--- config.mk ---
export PLATFORM = sky130hd
export DESIGN_NAME = c_header_tokenizer_core
export DESIGN_NICKNAME = d
export VERILOG_FILES = /design/src/hdl/cht_pkg.sv /design/src/hdl/cht_front.sv /design/src/hdl/cht_queue.sv /design/src/hdl/cht_back.sv /design/src/hdl/c_header_tokenizer_core.sv
export SDC_FILE = /design/constraint.sdc
export NUM_CORES = 2
export LEC_CHECK = 0
export BUFFER_PORTS_ARGS = -buffer_cell sky130_fd_sc_hd__buf_2
export CAP_MARGIN = 20
export CORE_MARGIN = 4
export CORE_UTILIZATION = 56
export CTS_BUF_LIST = sky130_fd_sc_hd__clkbuf_8 sky130_fd_sc_hd__clkbuf_16
export DETAILED_ROUTE_END_ITERATION = 7
export PLACE_DENSITY = 0.72
export SYNTH_ARGS = -nofsm -noshare
export SYNTH_HDL_FRONTEND = slang
export SYNTH_SLANG_ARGS = --single-unit
--- constraint.sdc ---
create_clock -name clk -period 20.2 [get_ports clk]
set_input_delay 4.04 -clock clk [delete_from_list [all_inputs] [get_ports clk]]
set_output_delay 4.04 -clock clk [all_outputs]
set_load 0.03 [all_outputs]
--- src/hdl/cht_pkg.sv ---
// ----------------------------------------------------------------------------
// cht_pkg: shared types, codes and character classes of the header tokenizer
// Holds the item structs, the token kind codes, the lexer mode encoding and
// the byte classification functions used by the front and back parts.
// ----------------------------------------------------------------------------
package cht_pkg;

    // Default width of the byte and line counters.
    localparam int COUNT_WIDTH_DEF = 32;

    // Candidate token slots released by one byte: two from the pending token
    // (or a direct multi-byte punctuation), one single-byte token, two from the
    // final flush and the end token.
    localparam int NCAND = 6;
    localparam int SEL_W = $clog2(NCAND);

    // Bundle queue between the front and the back part.
    localparam int QDEPTH = 4;
    localparam int QA_W   = $clog2(QDEPTH);

    // Token kinds.
    localparam logic [4:0] K_END      = 5'd0;
    localparam logic [4:0] K_SEMI     = 5'd1;
    localparam logic [4:0] K_COMMA    = 5'd2;
    localparam logic [4:0] K_LBRACE   = 5'd3;
    localparam logic [4:0] K_RBRACE   = 5'd4;
    localparam logic [4:0] K_LPAREN   = 5'd5;
    localparam logic [4:0] K_RPAREN   = 5'd6;
    localparam logic [4:0] K_LBRACK   = 5'd7;
    localparam logic [4:0] K_RBRACK   = 5'd8;
    localparam logic [4:0] K_STAR     = 5'd9;
    localparam logic [4:0] K_AMP      = 5'd10;
    localparam logic [4:0] K_EQUAL    = 5'd11;
    localparam logic [4:0] K_HASH     = 5'd12;
    localparam logic [4:0] K_TILDE    = 5'd13;
    localparam logic [4:0] K_LESS     = 5'd14;
    localparam logic [4:0] K_GREATER  = 5'd15;
    localparam logic [4:0] K_COLON    = 5'd16;
    localparam logic [4:0] K_DCOLON   = 5'd17;
    localparam logic [4:0] K_ELLIPSIS = 5'd18;
    localparam logic [4:0] K_DOT      = 5'd19;
    localparam logic [4:0] K_HEX      = 5'd20;
    localparam logic [4:0] K_INT      = 5'd21;
    localparam logic [4:0] K_NEG      = 5'd22;
    localparam logic [4:0] K_IDENT    = 5'd23;
    localparam logic [4:0] K_UNKNOWN  = 5'd24;

    // Characters the lexer treats specially.
    localparam logic [7:0] CH_NL     = 8'h0A;
    localparam logic [7:0] CH_SLASH  = 8'h2F;
    localparam logic [7:0] CH_STAR   = 8'h2A;
    localparam logic [7:0] CH_X_LO   = 8'h78;
    localparam logic [7:0] CH_X_UP   = 8'h58;
    localparam logic [7:0] CH_DOLLAR = 8'h24;
    localparam logic [7:0] CH_UNDER  = 8'h5F;
    localparam logic [7:0] CH_MINUS  = 8'h2D;
    localparam logic [7:0] CH_DOT    = 8'h2E;
    localparam logic [7:0] CH_COLON  = 8'h3A;
    localparam logic [7:0] CH_ZERO   = 8'h30;

    // Lexer modes, one-hot.
    typedef enum logic [14:0] {
        M_IDLE   = 15'b000000000000001,
        M_SLASH  = 15'b000000000000010,
        M_LINE   = 15'b000000000000100,
        M_BLOCK  = 15'b000000000001000,
        M_BSTAR  = 15'b000000000010000,
        M_COLON  = 15'b000000000100000,
        M_DOT1   = 15'b000000001000000,
        M_DOT2   = 15'b000000010000000,
        M_MINUS  = 15'b000000100000000,
        M_ZERO   = 15'b000001000000000,
        M_DEC    = 15'b000010000000000,
        M_HEX    = 15'b000100000000000,
        M_SUFDEC = 15'b001000000000000,
        M_SUFHEX = 15'b010000000000000,
        M_IDENT  = 15'b100000000000000
    } mode_t;

    typedef struct packed {
        logic [7:0] char_byte;
        logic       is_final;
    } byte_item_t;

    typedef struct packed {
        logic [4:0]  token_kind;
        logic [31:0] start_offset;
        logic [31:0] token_length;
        logic [31:0] start_line;
        logic        run_end;
    } token_t;

    // All tokens released by one accepted byte, in output order.
    typedef struct packed {
        logic [NCAND-1:0]   mask;
        token_t [NCAND-1:0] tok;
    } bundle_t;

    function automatic logic is_digit(input logic [7:0] c);
        return c inside {[8'h30:8'h39]};
    endfunction

    function automatic logic is_alpha(input logic [7:0] c);
        return c inside {[8'h41:8'h5A], [8'h61:8'h7A]};
    endfunction

    function automatic logic is_xdigit(input logic [7:0] c);
        return is_digit(c) || (c inside {[8'h41:8'h46], [8'h61:8'h66]});
    endfunction

    function automatic logic is_space(input logic [7:0] c);
        return c inside {8'h20, [8'h09:8'h0D]};
    endfunction

    // u, U, l and L close a numeric literal.
    function automatic logic is_suffix(input logic [7:0] c);
        return c inside {8'h55, 8'h75, 8'h4C, 8'h6C};
    endfunction

    function automatic logic is_identc(input logic [7:0] c);
        return is_alpha(c) || is_digit(c) || (c == CH_UNDER) || (c == CH_DOLLAR);
    endfunction

    // Kind of a single-byte punctuation token; K_END means the byte is not one.
    function automatic logic [4:0] single_kind(input logic [7:0] c);
        logic [4:0] k;
        case (c)
            8'h3B:   k = K_SEMI;
            8'h2C:   k = K_COMMA;
            8'h7B:   k = K_LBRACE;
            8'h7D:   k = K_RBRACE;
            8'h28:   k = K_LPAREN;
            8'h29:   k = K_RPAREN;
            8'h5B:   k = K_LBRACK;
            8'h5D:   k = K_RBRACK;
            8'h2A:   k = K_STAR;
            8'h26:   k = K_AMP;
            8'h3D:   k = K_EQUAL;
            8'h23:   k = K_HASH;
            8'h7E:   k = K_TILDE;
            8'h3C:   k = K_LESS;
            8'h3E:   k = K_GREATER;
            default: k = K_END;
        endcase
        return k;
    endfunction

endpackage

--- src/hdl/cht_front.sv ---
// ----------------------------------------------------------------------------
// cht_front: byte classifier and lexer state
// Takes one byte per cycle while the queue has room, advances the lexer mode
// and counters, and queues the tokens released by that byte as one bundle.
// ----------------------------------------------------------------------------
module cht_front #(
    parameter int COUNT_WIDTH = cht_pkg::COUNT_WIDTH_DEF
) (
    input  logic                clk,
    input  logic                rst_n,
    input  logic                byte_valid,
    output logic                byte_stall,
    input  cht_pkg::byte_item_t byte_item,
    input  logic                q_full,
    output logic                push,
    output cht_pkg::bundle_t    push_bundle
);

    localparam int CW = COUNT_WIDTH;

    typedef struct packed {
        logic          v;
        logic [4:0]    kind;
        logic [CW-1:0] s;
        logic [CW-1:0] e;
        logic [CW-1:0] l;
    } cand_t;

    typedef struct packed {
        cand_t a;
        cand_t b;
    } cand_pair_t;

    function automatic logic [CW-1:0] sat_inc(input logic [CW-1:0] x);
        return (x == {CW{1'b1}}) ? x : x + CW'(1);
    endfunction

    function automatic logic [31:0] clamp32(input logic [CW-1:0] x);
        logic [63:0] w;
        w = 64'(x);
        return (|w[63:32]) ? 32'hFFFF_FFFF : w[31:0];
    endfunction

    function automatic cand_t mk(input logic [4:0] k, input logic [CW-1:0] s,
                                 input logic [CW-1:0] e, input logic [CW-1:0] l);
        cand_t r;
        r.v    = 1'b1;
        r.kind = k;
        r.s    = s;
        r.e    = e;
        r.l    = l;
        return r;
    endfunction

    // Tokens that the pending token turns into when it is cut off at endp.
    function automatic cand_pair_t flush_pending(input cht_pkg::mode_t m, input logic neg,
                                                 input logic [CW-1:0] ps,
                                                 input logic [CW-1:0] pl,
                                                 input logic [CW-1:0] endp);
        cand_pair_t r;
        logic [4:0] nk;
        r  = '0;
        nk = neg ? cht_pkg::K_NEG :
             ((m == cht_pkg::M_HEX || m == cht_pkg::M_SUFHEX) ? cht_pkg::K_HEX
                                                             : cht_pkg::K_INT);
        case (m)
            cht_pkg::M_SLASH, cht_pkg::M_MINUS:
                r.a = mk(cht_pkg::K_UNKNOWN, ps, sat_inc(ps), pl);
            cht_pkg::M_COLON:
                r.a = mk(cht_pkg::K_COLON, ps, sat_inc(ps), pl);
            cht_pkg::M_DOT1:
                r.a = mk(cht_pkg::K_DOT, ps, sat_inc(ps), pl);
            cht_pkg::M_DOT2:
            begin
                r.a = mk(cht_pkg::K_DOT, ps, sat_inc(ps), pl);
                r.b = mk(cht_pkg::K_DOT, sat_inc(ps), sat_inc(sat_inc(ps)), pl);
            end
            cht_pkg::M_ZERO, cht_pkg::M_DEC, cht_pkg::M_HEX,
            cht_pkg::M_SUFDEC, cht_pkg::M_SUFHEX:
                r.a = mk(nk, ps, endp, pl);
            cht_pkg::M_IDENT:
                r.a = mk(cht_pkg::K_IDENT, ps, endp, pl);
            default:
                r = '0;
        endcase
        return r;
    endfunction

    function automatic cht_pkg::token_t to_tok(input cand_t x);
        cht_pkg::token_t t;
        t.token_kind   = x.kind;
        t.start_offset = clamp32(x.s);
        t.token_length = clamp32((x.e >= x.s) ? x.e - x.s : '0);
        t.start_line   = clamp32(x.l);
        t.run_end      = 1'b0;
        return t;
    endfunction

    cht_pkg::mode_t mode_reg, mode_next;
    logic [CW-1:0]  pos_reg, pos_next;
    logic [CW-1:0]  line_reg, line_next;
    logic [CW-1:0]  ps_reg, ps_next;
    logic [CW-1:0]  pl_reg, pl_next;
    logic           neg_reg, neg_next;

    logic [7:0]     c;
    logic           fin;
    logic           accept;
    logic           relex;
    logic           do_flush;
    logic [4:0]     sk;
    cand_pair_t     fl1, fl2;
    cand_t          direct, single, endc;
    cand_t [cht_pkg::NCAND-1:0] cands;

    assign c          = byte_item.char_byte;
    assign fin        = byte_item.is_final;
    assign byte_stall = q_full;
    assign accept     = byte_valid && !q_full;
    assign sk         = cht_pkg::single_kind(c);

    always_comb
    begin
        mode_next = mode_reg;
        line_next = line_reg;
        ps_next   = ps_reg;
        pl_next   = pl_reg;
        neg_next  = neg_reg;
        relex     = 1'b0;
        do_flush  = 1'b0;
        direct    = '0;
        single    = '0;

        case (mode_reg)
            cht_pkg::M_SLASH:
                if (c == cht_pkg::CH_SLASH)
                    mode_next = cht_pkg::M_LINE;
                else if (c == cht_pkg::CH_STAR)
                    mode_next = cht_pkg::M_BLOCK;
                else
                begin
                    do_flush = 1'b1;
                    relex    = 1'b1;
                end
            cht_pkg::M_LINE:
                if (c == cht_pkg::CH_NL)
                begin
                    line_next = sat_inc(line_reg);
                    mode_next = cht_pkg::M_IDLE;
                end
            cht_pkg::M_BLOCK, cht_pkg::M_BSTAR:
                if (mode_reg == cht_pkg::M_BSTAR && c == cht_pkg::CH_SLASH)
                    mode_next = cht_pkg::M_IDLE;
                else if (fin)
                    relex = 1'b1;
                else if (c == cht_pkg::CH_STAR)
                    mode_next = cht_pkg::M_BSTAR;
                else
                begin
                    if (c == cht_pkg::CH_NL)
                        line_next = sat_inc(line_reg);
                    mode_next = cht_pkg::M_BLOCK;
                end
            cht_pkg::M_COLON:
                if (c == cht_pkg::CH_COLON)
                begin
                    direct    = mk(cht_pkg::K_DCOLON, ps_reg, sat_inc(pos_reg), pl_reg);
                    mode_next = cht_pkg::M_IDLE;
                end
                else
                begin
                    do_flush = 1'b1;
                    relex    = 1'b1;
                end
            cht_pkg::M_DOT1:
                if (c == cht_pkg::CH_DOT)
                    mode_next = cht_pkg::M_DOT2;
                else
                begin
                    do_flush = 1'b1;
                    relex    = 1'b1;
                end
            cht_pkg::M_DOT2:
                if (c == cht_pkg::CH_DOT)
                begin
                    direct    = mk(cht_pkg::K_ELLIPSIS, ps_reg, sat_inc(pos_reg), pl_reg);
                    mode_next = cht_pkg::M_IDLE;
                end
                else
                begin
                    do_flush = 1'b1;
                    relex    = 1'b1;
                end
            cht_pkg::M_MINUS:
                if (cht_pkg::is_digit(c))
                begin
                    mode_next = (c == cht_pkg::CH_ZERO) ? cht_pkg::M_ZERO : cht_pkg::M_DEC;
                    neg_next  = 1'b1;
                end
                else
                begin
                    do_flush = 1'b1;
                    relex    = 1'b1;
                end
            cht_pkg::M_ZERO:
                if (c == cht_pkg::CH_X_LO || c == cht_pkg::CH_X_UP)
                    mode_next = cht_pkg::M_HEX;
                else if (cht_pkg::is_digit(c))
                    mode_next = cht_pkg::M_DEC;
                else if (cht_pkg::is_suffix(c))
                    mode_next = cht_pkg::M_SUFDEC;
                else
                begin
                    do_flush = 1'b1;
                    relex    = 1'b1;
                end
            cht_pkg::M_DEC:
                if (cht_pkg::is_suffix(c))
                    mode_next = cht_pkg::M_SUFDEC;
                else if (!cht_pkg::is_digit(c))
                begin
                    do_flush = 1'b1;
                    relex    = 1'b1;
                end
            cht_pkg::M_HEX:
                if (cht_pkg::is_suffix(c))
                    mode_next = cht_pkg::M_SUFHEX;
                else if (!cht_pkg::is_xdigit(c))
                begin
                    do_flush = 1'b1;
                    relex    = 1'b1;
                end
            cht_pkg::M_SUFDEC, cht_pkg::M_SUFHEX:
                if (!cht_pkg::is_suffix(c))
                begin
                    do_flush = 1'b1;
                    relex    = 1'b1;
                end
            cht_pkg::M_IDENT:
                if (!cht_pkg::is_identc(c))
                begin
                    do_flush = 1'b1;
                    relex    = 1'b1;
                end
            default:
                relex = 1'b1;
        endcase

        // The byte as it would be lexed between tokens.
        if (relex)
        begin
            mode_next = cht_pkg::M_IDLE;
            if (cht_pkg::is_space(c))
            begin
                if (c == cht_pkg::CH_NL)
                    line_next = sat_inc(line_reg);
            end
            else if (sk != cht_pkg::K_END)
                single = mk(sk, pos_reg, sat_inc(pos_reg), line_reg);
            else if (c == cht_pkg::CH_SLASH || c == cht_pkg::CH_COLON ||
                     c == cht_pkg::CH_DOT || c == cht_pkg::CH_MINUS ||
                     cht_pkg::is_digit(c) || cht_pkg::is_alpha(c) ||
                     c == cht_pkg::CH_UNDER || c == cht_pkg::CH_DOLLAR)
            begin
                ps_next = pos_reg;
                pl_next = line_reg;
                if (c == cht_pkg::CH_SLASH)
                    mode_next = cht_pkg::M_SLASH;
                else if (c == cht_pkg::CH_COLON)
                    mode_next = cht_pkg::M_COLON;
                else if (c == cht_pkg::CH_DOT)
                    mode_next = cht_pkg::M_DOT1;
                else if (c == cht_pkg::CH_MINUS)
                    mode_next = cht_pkg::M_MINUS;
                else if (cht_pkg::is_digit(c))
                begin
                    mode_next = (c == cht_pkg::CH_ZERO) ? cht_pkg::M_ZERO : cht_pkg::M_DEC;
                    neg_next  = 1'b0;
                end
                else
                    mode_next = cht_pkg::M_IDENT;
            end
            else
                single = mk(cht_pkg::K_UNKNOWN, pos_reg, sat_inc(pos_reg), line_reg);
        end

        fl1 = '0;
        if (do_flush)
            fl1 = flush_pending(mode_reg, neg_reg, ps_reg, pl_reg, pos_reg);
        else
            fl1.a = direct;

        pos_next = sat_inc(pos_reg);

        fl2  = '0;
        endc = '0;
        if (fin)
        begin
            fl2  = flush_pending(mode_next, neg_next, ps_next, pl_next, pos_next);
            endc = mk(cht_pkg::K_END, pos_next, pos_next, line_next);
        end
    end

    assign cands = {endc, fl2.b, fl2.a, single, fl1.b, fl1.a};

    always_comb
    begin
        for (int i = 0; i < cht_pkg::NCAND; i++)
        begin
            push_bundle.mask[i] = cands[i].v;
            push_bundle.tok[i]  = to_tok(cands[i]);
        end
    end

    assign push = accept && (|push_bundle.mask);

    always_ff @(posedge clk or negedge rst_n)
    begin
        if (!rst_n)
        begin
            mode_reg <= cht_pkg::M_IDLE;
            pos_reg  <= '0;
            line_reg <= CW'(1);
            ps_reg   <= '0;
            pl_reg   <= CW'(1);
            neg_reg  <= 1'b0;
        end
        else if (accept)
        begin
            if (fin)
            begin
                mode_reg <= cht_pkg::M_IDLE;
                pos_reg  <= '0;
                line_reg <= CW'(1);
                ps_reg   <= '0;
                pl_reg   <= CW'(1);
                neg_reg  <= 1'b0;
            end
            else
            begin
                mode_reg <= mode_next;
                pos_reg  <= pos_next;
                line_reg <= line_next;
                ps_reg   <= ps_next;
                pl_reg   <= pl_next;
                neg_reg  <= neg_next;
            end
        end
    end

endmodule

--- src/hdl/cht_queue.sv ---
// ----------------------------------------------------------------------------
// cht_queue: bundle queue between the lexer and the token sender
// A small first-in first-out store of token bundles.
// ----------------------------------------------------------------------------
module cht_queue (
    input  logic             clk,
    input  logic             rst_n,
    input  logic             push,
    input  cht_pkg::bundle_t push_bundle,
    output logic             full,
    input  logic             pop,
    output logic             head_valid,
    output cht_pkg::bundle_t head
);

    cht_pkg::bundle_t              mem_reg [cht_pkg::QDEPTH];
    logic [cht_pkg::QA_W-1:0]      wr_reg, wr_next;
    logic [cht_pkg::QA_W-1:0]      rd_reg, rd_next;
    logic [cht_pkg::QA_W:0]        cnt_reg, cnt_next;

    assign full       = (cnt_reg == (cht_pkg::QA_W + 1)'(cht_pkg::QDEPTH));
    assign head_valid = (cnt_reg != '0);
    assign head       = mem_reg[rd_reg];

    always_comb
    begin
        wr_next  = push ? wr_reg + (cht_pkg::QA_W)'(1) : wr_reg;
        rd_next  = pop ? rd_reg + (cht_pkg::QA_W)'(1) : rd_reg;
        cnt_next = cnt_reg + (cht_pkg::QA_W + 1)'(push) - (cht_pkg::QA_W + 1)'(pop);
    end

    always_ff @(posedge clk)
    begin
        if (push)
            mem_reg[wr_reg] <= push_bundle;
    end

    always_ff @(posedge clk or negedge rst_n)
    begin
        if (!rst_n)
        begin
            wr_reg  <= '0;
            rd_reg  <= '0;
            cnt_reg <= '0;
        end
        else
        begin
            wr_reg  <= wr_next;
            rd_reg  <= rd_next;
            cnt_reg <= cnt_next;
        end
    end

endmodule

--- src/hdl/cht_back.sv ---
// ----------------------------------------------------------------------------
// cht_back: token sender
// Walks the head bundle's valid slots and, unless the output stalls, sends
// one token per cycle through an output register, marking each bundle's last.
// ----------------------------------------------------------------------------
module cht_back (
    input  logic             clk,
    input  logic             rst_n,
    input  logic             head_valid,
    input  cht_pkg::bundle_t head,
    output logic             pop,
    output logic             tok_valid,
    input  logic             tok_stall,
    output cht_pkg::token_t  tok_item
);

    logic [cht_pkg::NCAND-1:0] done_reg, done_next;
    logic [cht_pkg::NCAND-1:0] avail;
    logic [cht_pkg::NCAND-1:0] sel_oh;
    logic [cht_pkg::SEL_W-1:0] sel;
    logic                      last;
    logic                      load;
    logic                      tok_valid_reg, tok_valid_next;
    cht_pkg::token_t           tok_item_reg, tok_item_next;

    assign avail = head.mask & ~done_reg;

    // Lowest remaining slot goes first.
    always_comb
    begin
        sel = '0;
        for (int i = cht_pkg::NCAND - 1; i >= 0; i--)
        begin
            if (avail[i])
                sel = cht_pkg::SEL_W'(i);
        end
    end

    assign sel_oh = cht_pkg::NCAND'(1) << sel;
    assign last   = ((avail & ~sel_oh) == '0);
    assign load   = head_valid && (!tok_valid_reg || !tok_stall);
    assign pop    = load && last;

    always_comb
    begin
        done_next      = done_reg;
        tok_valid_next = tok_valid_reg;
        tok_item_next  = tok_item_reg;
        if (load)
        begin
            tok_item_next         = head.tok[sel];
            tok_item_next.run_end = last;
            tok_valid_next        = 1'b1;
            done_next             = last ? '0 : (done_reg | sel_oh);
        end
        else if (!tok_stall)
            tok_valid_next = 1'b0;
    end

    always_ff @(posedge clk or negedge rst_n)
    begin
        if (!rst_n)
        begin
            done_reg      <= '0;
            tok_valid_reg <= 1'b0;
        end
        else
        begin
            done_reg      <= done_next;
            tok_valid_reg <= tok_valid_next;
        end
    end

    always_ff @(posedge clk)
    begin
        tok_item_reg <= tok_item_next;
    end

    assign tok_valid = tok_valid_reg;
    assign tok_item  = tok_item_reg;

endmodule

--- src/hdl/c_header_tokenizer_core.sv ---
// ----------------------------------------------------------------------------
// c_header_tokenizer_core: streaming tokenizer for C header text
// Lexes one byte per item and delivers tokens as kind, start offset, length
// and start line, skipping whitespace and comments and counting lines.
// ----------------------------------------------------------------------------
//
//  Channel | Direction | Handshake                 | Item
//  --------+-----------+---------------------------+---------------------------
//  byte    | in        | byte_valid / byte_stall   | char_byte, is_final
//  tok     | out       | tok_valid  / tok_stall    | kind, offset, length, line,
//          |           |                           | run_end
//
//  The front part accepts one byte in every cycle in which the bundle queue
//  has room; the lexer mode, byte position and line counters advance in that
//  same cycle. The tokens one byte releases (zero to four) travel as one
//  bundle through a four-entry queue, and the back part sends them one token
//  per cycle through a registered output while tok_stall is low, so each
//  token passes through the queue and the output register. Sustained rate is
//  one byte per cycle while each byte releases at most one token; a byte that
//  releases more sends its tokens in turn, and the queue absorbs such bursts.
//  Reset clears the lexer state, the queue pointers and the output valid.
//  A stall on the output fills the queue and then raises byte_stall.
//
//  The byte marked final flushes the pending token, appends the end token
//  and returns all lexer state to its reset values for the next text.
//
module c_header_tokenizer_core #(
    parameter int COUNT_WIDTH = cht_pkg::COUNT_WIDTH_DEF
) (
    input  logic                clk,
    input  logic                rst_n,
    input  logic                byte_valid,
    output logic                byte_stall,
    input  cht_pkg::byte_item_t byte_item,
    output logic                tok_valid,
    input  logic                tok_stall,
    output cht_pkg::token_t     tok_item
);

    logic             q_full;
    logic             push;
    logic             pop;
    logic             head_valid;
    cht_pkg::bundle_t push_bundle;
    cht_pkg::bundle_t head;

    // Lexer: classifies each byte and builds the bundle of released tokens.
    cht_front #(
        .COUNT_WIDTH (COUNT_WIDTH)
    ) u_front (
        .clk         (clk),
        .rst_n       (rst_n),
        .byte_valid  (byte_valid),
        .byte_stall  (byte_stall),
        .byte_item   (byte_item),
        .q_full      (q_full),
        .push        (push),
        .push_bundle (push_bundle)
    );

    // Decouples the lexer from output stalls.
    cht_queue u_queue (
        .clk         (clk),
        .rst_n       (rst_n),
        .push        (push),
        .push_bundle (push_bundle),
        .full        (q_full),
        .pop         (pop),
        .head_valid  (head_valid),
        .head        (head)
    );

    // Serializes each bundle onto the token channel.
    cht_back u_back (
        .clk        (clk),
        .rst_n      (rst_n),
        .head_valid (head_valid),
        .head       (head),
        .pop        (pop),
        .tok_valid  (tok_valid),
        .tok_stall  (tok_stall),
        .tok_item   (tok_item)
    );

    // The lexer never writes into a full queue.
    assert property (@(posedge clk) disable iff (!rst_n) q_full |-> !push)
        else $error("bundle written into a full queue");

    // A bundle is only retired when one is present.
    assert property (@(posedge clk) disable iff (!rst_n) pop |-> head_valid)
        else $error("bundle retired from an empty queue");

    // The end token is always the last token of its byte and has no length.
    assert property (@(posedge clk) disable iff (!rst_n)
        (tok_valid && tok_item.token_kind == cht_pkg::K_END)
            |-> (tok_item.run_end && tok_item.token_length == 32'd0))
        else $error("end token not last or with nonzero length");

endmodule
* Word-level counts from Yosys, hierarchy flattened
Memories as Yosys holds them, arrays and structs flattened.
Cells that the tools add are included.
** Storage, ports and cells
- Register bits :: 260
- Bits in latches :: 0
- Bits in writable memories :: 2448
- Memory bits (read-only) :: 0
- Output and inout port bits :: 104
- Memories :: 1
** Memories
- u_queue.mem_reg :: words 4, width 612, read ports 1, clocked after memory_dff 0, wr ports 1, line cht_queue.sv:16 : cht_pkg::bundle_t mem_reg [cht_pkg::QDEPTH];
** Operators by class
- Add/sub/neg operators :: 16
- Multiply operators :: 0
- Div/mod/pow operators :: 0
- Magnitude comparators :: 17
- Eq/ne operators :: 63
- Shift-type cells :: 1
- Mux-type cells :: 119
- Bitwise logic cells :: 5
- Reduce and logical (&&, ||, !) cells :: 45
** Operators with widths (number)
- $mux W102 :: 12
- $pmux W102 S5 :: 2
- $mux W32 :: 31
- $mux W15 :: 23
- $bmux W102 S3 :: 1
- $mux W204 :: 1
- $pmux W102 S2 :: 1
- $add A32 B1 Y32 const B :: 6
- $eq A32 B32 Y1 const B :: 6
- $ge A32 B32 Y1 :: 6
- $sub A32 B32 Y32 :: 6
- $pmux W15 S10 :: 1
- $eq A8 B6 Y1 const B :: 17
- $eq A8 B7 Y1 const B :: 12
- $pmux W32 S2 :: 1
- $pmux W4 S15 :: 1
- $le A8 B7 Y1 const B :: 4
- $mux W1 :: 32
- $eq A15 B10 Y1 const B :: 2
- $eq A15 B11 Y1 const B :: 2
- $eq A15 B12 Y1 const B :: 2
- $eq A15 B13 Y1 const B :: 2
- $eq A15 B14 Y1 const B :: 2
- $eq A15 B15 Y1 const B :: 2
- 41 further kinds :: 91

* Logic depth before layout (Yosys ltp)
- Depth in word-level cells :: 22
- Depth in mapped cells :: 56
- Gate-level depth less buffers :: 45

* Cells and area by module
A second synthesis with hierarchy kept.
** Second synthesis, totals
- Cells, all modules :: 8283
- Area total of the unflattened synthesis :: 124694.6 um^2
** Modules (own cells, without submodules)
- cht_queue :: times used 1, cells an instance 3262, area each 90221.5 um^2, sequential area each 74406.4 um^2
- cht_front :: times used 1, cells an instance 3937, area each 26046.2 um^2, sequential area each 3607.2 um^2
- cht_back :: times used 1, cells an instance 1084, area each 8426.8 um^2, sequential area each 3238.1 um^2

* Worst setup path before layout
No wires, ideal clock.
- Path type :: input to register
- From :: in byte_item[2] in the netlist's numbering
- To :: mem u_queue.mem_reg[0][0] in the netlist's numbering (enable)
- Data arrival time :: 19.135 ns
- Data required time :: 19.198 ns
- Setup slack :: 0.063 ns
- Cell stages on the path :: 12
- Path buffers :: 2
- Cell sequence :: clkbuf_1 or4_1 o21ai_0 a31oi_1 a21oi_1 a311oi_1 nand2_1 nand2_1 or2_2 clkbuf_1 a31oi_1 and2_1
** On the way
- Word-level cells in the longest chain between the ends :: 20
** RTL lines
- from (decl) :: line c_header_tokenizer_core.sv:34 : input cht_pkg::byte_item_t byte_item,
- branches (longest 16 deep; another with $ge A8 B6 Y1)
- $reduce_or A6 Y1 (*) :: line cht_front.sv:315 : assign push = accept && (|push_bundle.mask);
- $logic_and A1 B1 Y1 (*) :: line cht_front.sv:315
- net push :: line c_header_tokenizer_core.sv:41 : logic push;
- $mux W1 (*) :: line cht_queue.sv:34 : if (push)
- $mux W1 (implied by the code) (*) :: line cht_queue.sv:35 : mem_reg[wr_reg] <= push_bundle;
- to (decl) :: line cht_queue.sv:16
Mark *: on every way through the listed nets, which the timed path passes.

==> flow_metrics.env <==
export IMPL_dieHeight_um=460
export IMPL_ctsResizeCount=0
export IMPL_avgSynthCellArea_um2=14.8
export IMPL_final_area_mm2=0.126
export IMPL_grt_start_max_net_pins=151
export IMPL_max_clock_freq_ghz=0.0631
export IMPL_drtIter0Drc=9773
export IMPL_p_leak_nw=43.7
export IMPL_cp_top_family="compound AO/OA/AOI/OAI gates"
export IMPL_cts_htree_levels=4
export IMPL_post_place_cells=10200
export IMPL_critPathRequiredTime_ps=20790
export IMPL_largest_reg_flops=2252
export IMPL_tns_ps=0
export IMPL_vdd_drop_max_v=0.000149
export IMPL_crit_arrival_ps=16430
export IMPL_end_kind="register"
export IMPL_seq_area_frac_synth_pct=65.3
export IMPL_grt_usage_pct=31.5
export IMPL_syn_cell_area_mm2=0.114
export IMPL_clock_power_share_pct=24.1
export IMPL_status="complete, no violations"
export IMPL_synth_adder_area_share_pct=2.00
export IMPL_finalCritPeriodShare_pct=78.4
export IMPL_p_comb_share_pct=36.1
export IMPL_synthMuxAreaShare_pct=12.9
export IMPL_synth_xor_xnor_area_share_pct=2.26
export IMPL_clk_pin_slew_ps=80
export IMPL_min_period_ps=15840
export IMPL_grt_remaining_overflow=0
export IMPL_vias=70900
export IMPL_critPathLaunchType="primary input"
export IMPL_clock_path_buffers=3
export IMPL_p_sw_mw=6.88
export IMPL_slew_headroom_pct=14.1
export IMPL_crit_path_max_incr_delay_ps=730
export IMPL_drv_cap=0
export IMPL_ys_ff_latch=2512
export IMPL_synth_nets=7908
export IMPL_die_area_mm2=0.212
export IMPL_ios=117
export IMPL_p_seq_share_pct=39.8
export IMPL_place_area_mm2=0.118
export IMPL_area_growth_pct=10.2
export IMPL_cts_tree="done"
export IMPL_grt_pass1_vias=69700
export IMPL_hold_viol=0
export IMPL_p_int_mw=11.9
export IMPL_wl_um=334000
export IMPL_path_buf_inv=8
export IMPL_gp_congestion=0.998
export IMPL_fillCellCount=14600
export IMPL_cts_hold_buf=0
export IMPL_synthCells=7717
export IMPL_slew_viol_final=0
export IMPL_min_path_type="reg -> reg"
export IMPL_rows=165
export IMPL_core_area_mm2=0.203
export IMPL_cts_setup_buffers=0
export IMPL_synth_top_family_by_area="multiplexers"
export IMPL_max_slew_worst_pin_slew_ps=1280
export IMPL_fin_skew_ps=109
export IMPL_dr_pass1_iters=8
export IMPL_cpMaxStageDelayCell="a311oi_1"
export IMPL_stdcell_count=10600
export IMPL_clk_insertion_delay_late_ps=930
export IMPL_dp_hpwl_um=215000
export IMPL_rsz0062_at_grt="no"
export IMPL_wire_per_inst_um=31.4
export IMPL_vias_per_cell=6.67
export IMPL_yosys_area_share_simple_pct=8.39
export IMPL_numCtsBuffers=241
export IMPL_post_route_drc_count=0
export IMPL_grt_pass1_wl_um=484000
export IMPL_async_flop_share_pct=6.29
export IMPL_nNetsFinal=7921
export IMPL_die_w_um=460
export IMPL_synth_compound_area_share_pct=6.78
export IMPL_cts_sinks=2512
export IMPL_setup_viol=0
export IMPL_synth_edff_count=2354
export IMPL_antenna_found_initial=19
export IMPL_synth_ff_type="edfxtp_1"
export IMPL_powerDensity_mw_per_mm2=149
export IMPL_cts_root_buf="clkbuf_16"
export IMPL_crit_type="in -> reg"
export IMPL_ys_types=111
export IMPL_port_buffers=116
export IMPL_power_mw=18.8
export IMPL_drive_above_1_share_pct=16.8
export IMPL_ys_warnings_count=0
export IMPL_critPathMaxFanout=26
export IMPL_ant_nets=0
export IMPL_switching_share_pct=36.6
export IMPL_start_util_pct=56.4
-- metal layers --
layer	part of all wire (%)	vias to the layer above	global-route usage [%]
li1	-	29900	-
met1	39	36200	43.8
met2	46	4012	48.5
met3	9.2	735	5.90
met4	5.4	6	15.0
met5	0.014	-	0
-- synthesized netlist by cell type (all sizes together) (74+ instances only) --
| library cell | instances | area, µm² |
|---|---|---|
| nor3 | 120 | 627 |
| a21o | 74 | 556 |
| mux2i | 194 | 1960 |
| o21ai | 464 | 2330 |
| clkbuf | 443 | 1660 |
| dfrtp | 155 | 3880 |
| xor2 | 119 | 1050 |
| a22oi | 142 | 1070 |
| edfxtp | 2354 | 70700 |
| xnor2 | 175 | 1530 |
| mux4 | 563 | 12700 |
| ha | 172 | 2150 |
| and3 | 90 | 563 |
| nand3 | 208 | 1050 |
| inv | 204 | 766 |
| nor2b | 77 | 482 |
| a21oi | 281 | 1410 |
| nand2 | 511 | 1920 |
| nor2 | 606 | 2280 |
-- tightest hold or removal path, delay by kind of cell (launching register included) --
kind | cells | cell delay [ps]
and+or+nand+nor | 1 | 70
AOI/OAI and AO/OA | 1 | 40
DFF | 1 | 340
-- logic make-up after synthesis --
kind of cell,after synthesis
adder cells (fa/ha/maj),179
multiplexers,767
buffers and inverters,708
flip-flops,2512
AND/OR/NAND/NOR,2003
AO/OA/AOI/OAI,1254
XOR/XNOR,294
-- placed cells by master, fill, tap and decap left out, types with 114 or more instances in the layout --
cell type,Yosys,final
mux2i_1,192,192
xor2_1,118,118
dfrtp_1,155,152
o21ai_0,461,460
a22oi_1,142,142
nand3_1,207,206
edfxtp_1,2354,2354
mux4_2,563,563
ha_1,172,172
xnor2_1,175,175
buf_2,19,114
buf_4,0,145
nor3_1,116,114
clkbuf_16,0,241
nor2_1,604,601
nand2_1,511,510
inv_1,203,245
a21oi_1,279,275
-- power by group through the flow --
| stage | Clock (mW) | Sequential, mW | Combinational [mW] |
|---|---|---|---|
| 5_1_grt | 4.83 | 7.54 | 7.15 |
| 3_5_place_dp | 0 | 7.57 | 6.73 |
| 3_3_place_gp | 0 | 7.50 | 6.67 |
| 4_1_cts | 4.59 | 7.47 | 6.77 |
| 6_report | 4.53 | 7.47 | 6.78 |
| 2_1_floorplan | 0 | 8.10 | 4.01 |
-- final cells by class --
cell class                      count  area [µm²]  share of cell area (%)
Clock buffer                      254        6210                    4.93
Sequential cell                  2512       74700                    59.2
Timing Repair Buffer              274        1940                    1.54
Inverter                          204         768                   0.610
Multi-Input combinational cell   4497       37200                    29.5
Antenna cell                       11        27.5                  0.0218
Tap cell                         2672        3340                    2.65
Clock inverter                    199        1920                    1.52
-- path summary, 6_finish.rpt --
| kind | start | end | slack, ps | depth (start not counted) |
|---|---|---|---|---|
| max in group asynchronous | rst_n | u_front.ps_reg[23] | 15630 | 2 |
| setup reg to reg | u_front.mode_reg[7] | u_queue.mem_reg[2][449] | 6920 | 48 |
| hold / removal | u_back.done_reg[4] | u_back.done_reg[4] | 490 | 2 |
| setup / recovery | byte_item[3] | u_queue.mem_reg[2][449] | 4360 | 48 |
| min in group asynchronous | rst_n | u_front.line_reg[28] | 3150 | 1 |
| hold reg to reg | u_back.done_reg[4] | u_back.done_reg[4] | 490 | 2 |
-- metrics by stage --
step	utilization, %	worst slack (ps)	hold WS (ps)
finish	62.2	4360	492
global route	62.2	3620	514
CTS	62.2	4530	495
detailed placement	58.1	3610	482
global placement	58.1	3460	467
floorplan	-	63.3	454
No activity file was read; power rests on OpenSTA's default activity.
